`src/rtl/core/ssbu_ram.sv`:
```
`timescale 1ns / 1ps
// generic one-write one-read ram with registered read data
// no dependencies

module ssbu_ram #(
  parameter int WIDTH = 8,
  parameter int DEPTH = 16
) (
  input  logic                     clk,
  input  logic                     we,
  input  logic [$clog2(DEPTH)-1:0] waddr,
  input  logic [WIDTH-1:0]         wdata,
  input  logic [$clog2(DEPTH)-1:0] raddr,
  output logic [WIDTH-1:0]         rdata
);

  logic [WIDTH-1:0] mem [DEPTH];

  always_ff @(posedge clk) begin
    if (we) begin
      mem[waddr] <= wdata;
    end
    rdata <= mem[raddr];
  end

endmodule

```
`config.mk`:
```
export PLATFORM = sky130hd
export DESIGN_NAME = ssbu_ram
export DESIGN_NICKNAME = d
export VERILOG_FILES = /design/src/rtl/core/ssbu_ram.sv
export SDC_FILE = /design/constraint.sdc
export NUM_CORES = 1
export LEC_CHECK = 0
export BUFFER_PORTS_ARGS = -buffer_cell sky130_fd_sc_hd__buf_2
export CELL_PAD_IN_SITES_DETAIL_PLACEMENT = 1
export CELL_PAD_IN_SITES_GLOBAL_PLACEMENT = 1
export CORE_MARGIN = 2
export CORE_UTILIZATION = 23
export CTS_CLUSTER_SIZE = 16
export DETAILED_ROUTE_END_ITERATION = 7
export PLACE_DENSITY_LB_ADDON = 0.1
export REMOVE_ABC_BUFFERS = 1
export SYNTH_ARGS = -nofsm -noshare
export SYNTH_HDL_FRONTEND = slang
export SYNTH_SLANG_ARGS = --single-unit
export TNS_END_PERCENT = 1
```
`constraint.sdc`:
```
create_clock -name clk -period 2.05 [get_ports clk]
set_clock_uncertainty 0.1 [all_clocks]
set_input_delay 0.3075 -clock clk [delete_from_list [all_inputs] [get_ports clk]]
set_output_delay 0.3075 -clock clk [all_outputs]
set_load 0.005 [all_outputs]
```
Word level (Yosys, flattened, before mapping)

Memories as Yosys holds them, arrays and structs flattened. A register that Yosys moved wholly into a read port is not among the register bits.
Index checks and enable logic that the tools add are counted.

Multiplexer cells: 2

Operator list:

| kind             | number |
|---|---|
| 1-bit 2-to-1 mux | 2 |

Register bits after elaboration: 0
Memory bits (writable): 128
Input port bits: 18
Output and inout port bits: 8
Logic and storage cells: 3
Memories: 1

Memories:

| name | words | width | read ports | clocked after memory_dff | wr ports | RTL line | text |
|---|---|---|---|---|---|---|---|
| mem  | 16    | 8     | 1          | 1                        | 1        | 17       | `logic [WIDTH-1:0] mem [DEPTH];` |

Depth between registers and ports, before layout

Depth after elaboration: 2
Depth in mapped cells: 5

Worst setup path before layout

OpenSTA, ideal clock, no wires.

Path kind: input port to flip-flop
From: input port waddr[2]
To: memory mem[0][0] (enable)
Setup time: 383 ps
Data arrival time: 1417 ps
Required time: 1567 ps
Slack: 150 ps
Stages: 2
Cells stage by stage: or3b_2 nor3_1

RTL lines:

| element         | RTL line | text |
|---|---|---|
| start, declared | 11       | `input logic [$clog2(DEPTH)-1:0] waddr,` |
| end, declared   | 17       |  |

No word-level cell before the write port.

==> results.cfg <==
[floorplanning]
die_area_um2 = 23600
rows = 54
ioPinCount = 26
die_x_um = 154
die_y_um = 154
core_um2 = 21900
start_util_pct = 23.5

[layout]
nets = 305
drive_above_1_share_pct = 33.0
utilization_pct = 29.3
antenna_cells = 0
final_area_um2 = 6420
fillCellCount = 2237
instances_no_fill = 580
syn_to_final_growth_pct = 24.8
final_cell_mix = edfxtp_1, buf_2, buf_4
final_common_cell = edfxtp_1

[logic_synthesis]
yosysSeqAreaShare_pct = 77.8
synth_cell_type_count = 19
netlist_area_um2 = 5150
syn_inst = 229
synth-seq-cells = 136
synth_warnings = 0
synth.avg_cell_area_um2 = 22.5

[detailed_routing]
ant_nets = 0
initialDrtViolationCount = 157
drt_first_pass_iters = 4
routed_wl_um = 12300
viasPerCell = 4.17
remaining_drc_errors = 0
wl_per_cell_um = 21.2
vias = 2417

[timing]
hold_ws_ns = 0.194
max_freq_mhz = 661
rsz0062_at_grt = no
relSlewSlack_pct = 42.7
slew_violations = 0
tns_ns = 0
finalCriticalPeriod_ns = 1.51
worstMarginPinSlew_ns = 0.857
hold_viol = 0
setup_viol = 0
finalCritPeriodShare_pct = 73.8
timing.final.ws_setup_ns = 0.537

[clock_tree]
cts_sinks = 136
cts_root_buf = clkbuf_16
cts_buffer_depth = 2
cts_tree = done
insertion_delay_ns = 0.41
cts_buffers = 17
post_cts_buffers = 0
hold_buffers = 0
cts_resized = 0
htreeDepth = 4
clkSlewWorstSetupHoldPaths_ns = 0.06

[power]
p_seq_share_pct = 45.0
internal-power_mw = 5.63
irDropWorstVdd_v = 0.000506
p_total_mw = 6.95
comb_power_share_pct = 4.4
netSwitchingFraction_pct = 19.0
p_leak_nw = 2.16
pwr_density_cell_nw_per_um2 = 1080
switchingPower_mw = 1.32
clockPowerShare_pct = 50.6

[critical_path]
cp_data_required_time_ns = 2.24
endpoint_kind = flip-flop
path_class = reg2reg
cp_data_arrival_time_ns = 1.70
cp_max_fo = 1
cp-start-kind = flip-flop

[place]
dpl.hpwl_um = 7930
place_congestion = 0.700
port_buffers = 25
dpl.cell_count = 548
place_area_um2 = 5740
pre_cts_ws_ns = 0.105

[global_routing]
grt_first_pass_wirelength_um = 17900
overflow = 0
antenna_found_initial = 0
first_global_vias = 2647
grtUsageTotal_pct = 10.8
grt_max_degree = 33

[run_status]
status = finished clean

[hold_path]
hp-class = in2reg

[flow_run]
maxCapViolCount = 0
-- cell families after synthesis --
logic type      after synthesis  synth area share, %
flops                       136                 77.8
simple gates                 35                 3.18
buf+inv                      10                 1.68
mux                          32                 15.0
compound gates               16                 2.33
-- power groups by stage --
stage          sequential [mW]  clock [mW]  combinational, mW
5_1_grt                   3.13        3.69              0.339
3_3_place_gp              3.19           0              0.319
6_report                  3.13        3.52              0.305
3_5_place_dp              3.19           0              0.318
4_1_cts                   3.13        3.58              0.318
2_1_floorplan             3.18           0              0.125
-- critical path, stage by stage, from the launching register on --
cell and delay, ns:
edfxtp_1 0.36, mux4_1 0.55, a22oi_1 0.28, nand2_1 0.10
-- final timing paths --
kind	cells after the start	end	slack [ns]	from
worst min-delay path	1	mem[15][0]	0.19	wdata[0]
worst min register to register	3	rdata[7]	0.58	mem[12][7]
worst max register to register	3	rdata[1]	0.54	mem[6][1]
worst max-delay path	3	rdata[1]	0.54	mem[6][1]
-- per-layer routing --
layer	GRT usage [%]	wire, um
met1	14.1	5780
met2	17.6	6020
met3	2.68	327
met4	3.80	146
met5	0	0
-- synth_stat cells, drive strengths merged --
cell type / instances / area, um2
clkdlybuf4s25: 3 / 30.0
edfxtp: 128 / 3840
mux4: 32 / 773
dfxtp: 8 / 160
nor2b: 1 / 6.26
nand3: 1 / 5.00
nand2b: 2 / 12.5
buf: 7 / 56.3
and2b: 1 / 7.51
nand3b: 2 / 15.0
or3b: 1 / 8.76
a22oi: 16 / 120
nor3: 4 / 20.0
nor2: 13 / 48.8
and2: 1 / 6.26
nand2: 9 / 33.8
-- flip-flops by register name, summed over array words and instances (netlist names) --
register	flops
mem	128
rdata	8
-- area by class of cell --
| cell class | count | area [um2] | share of cell area (%) |
|---|---|---|---|
| Clock buffer | 17 | 425 | 6.62 |
| Clock inverter | 15 | 255 | 3.97 |
| Multi-Input combinational cell | 83 | 1060 | 16.5 |
| Sequential cell | 136 | 4000 | 62.3 |
| Tap cell | 280 | 350 | 5.45 |
| Timing Repair Buffer | 49 | 330 | 5.14 |
Power figures use the tool's default switching activity.
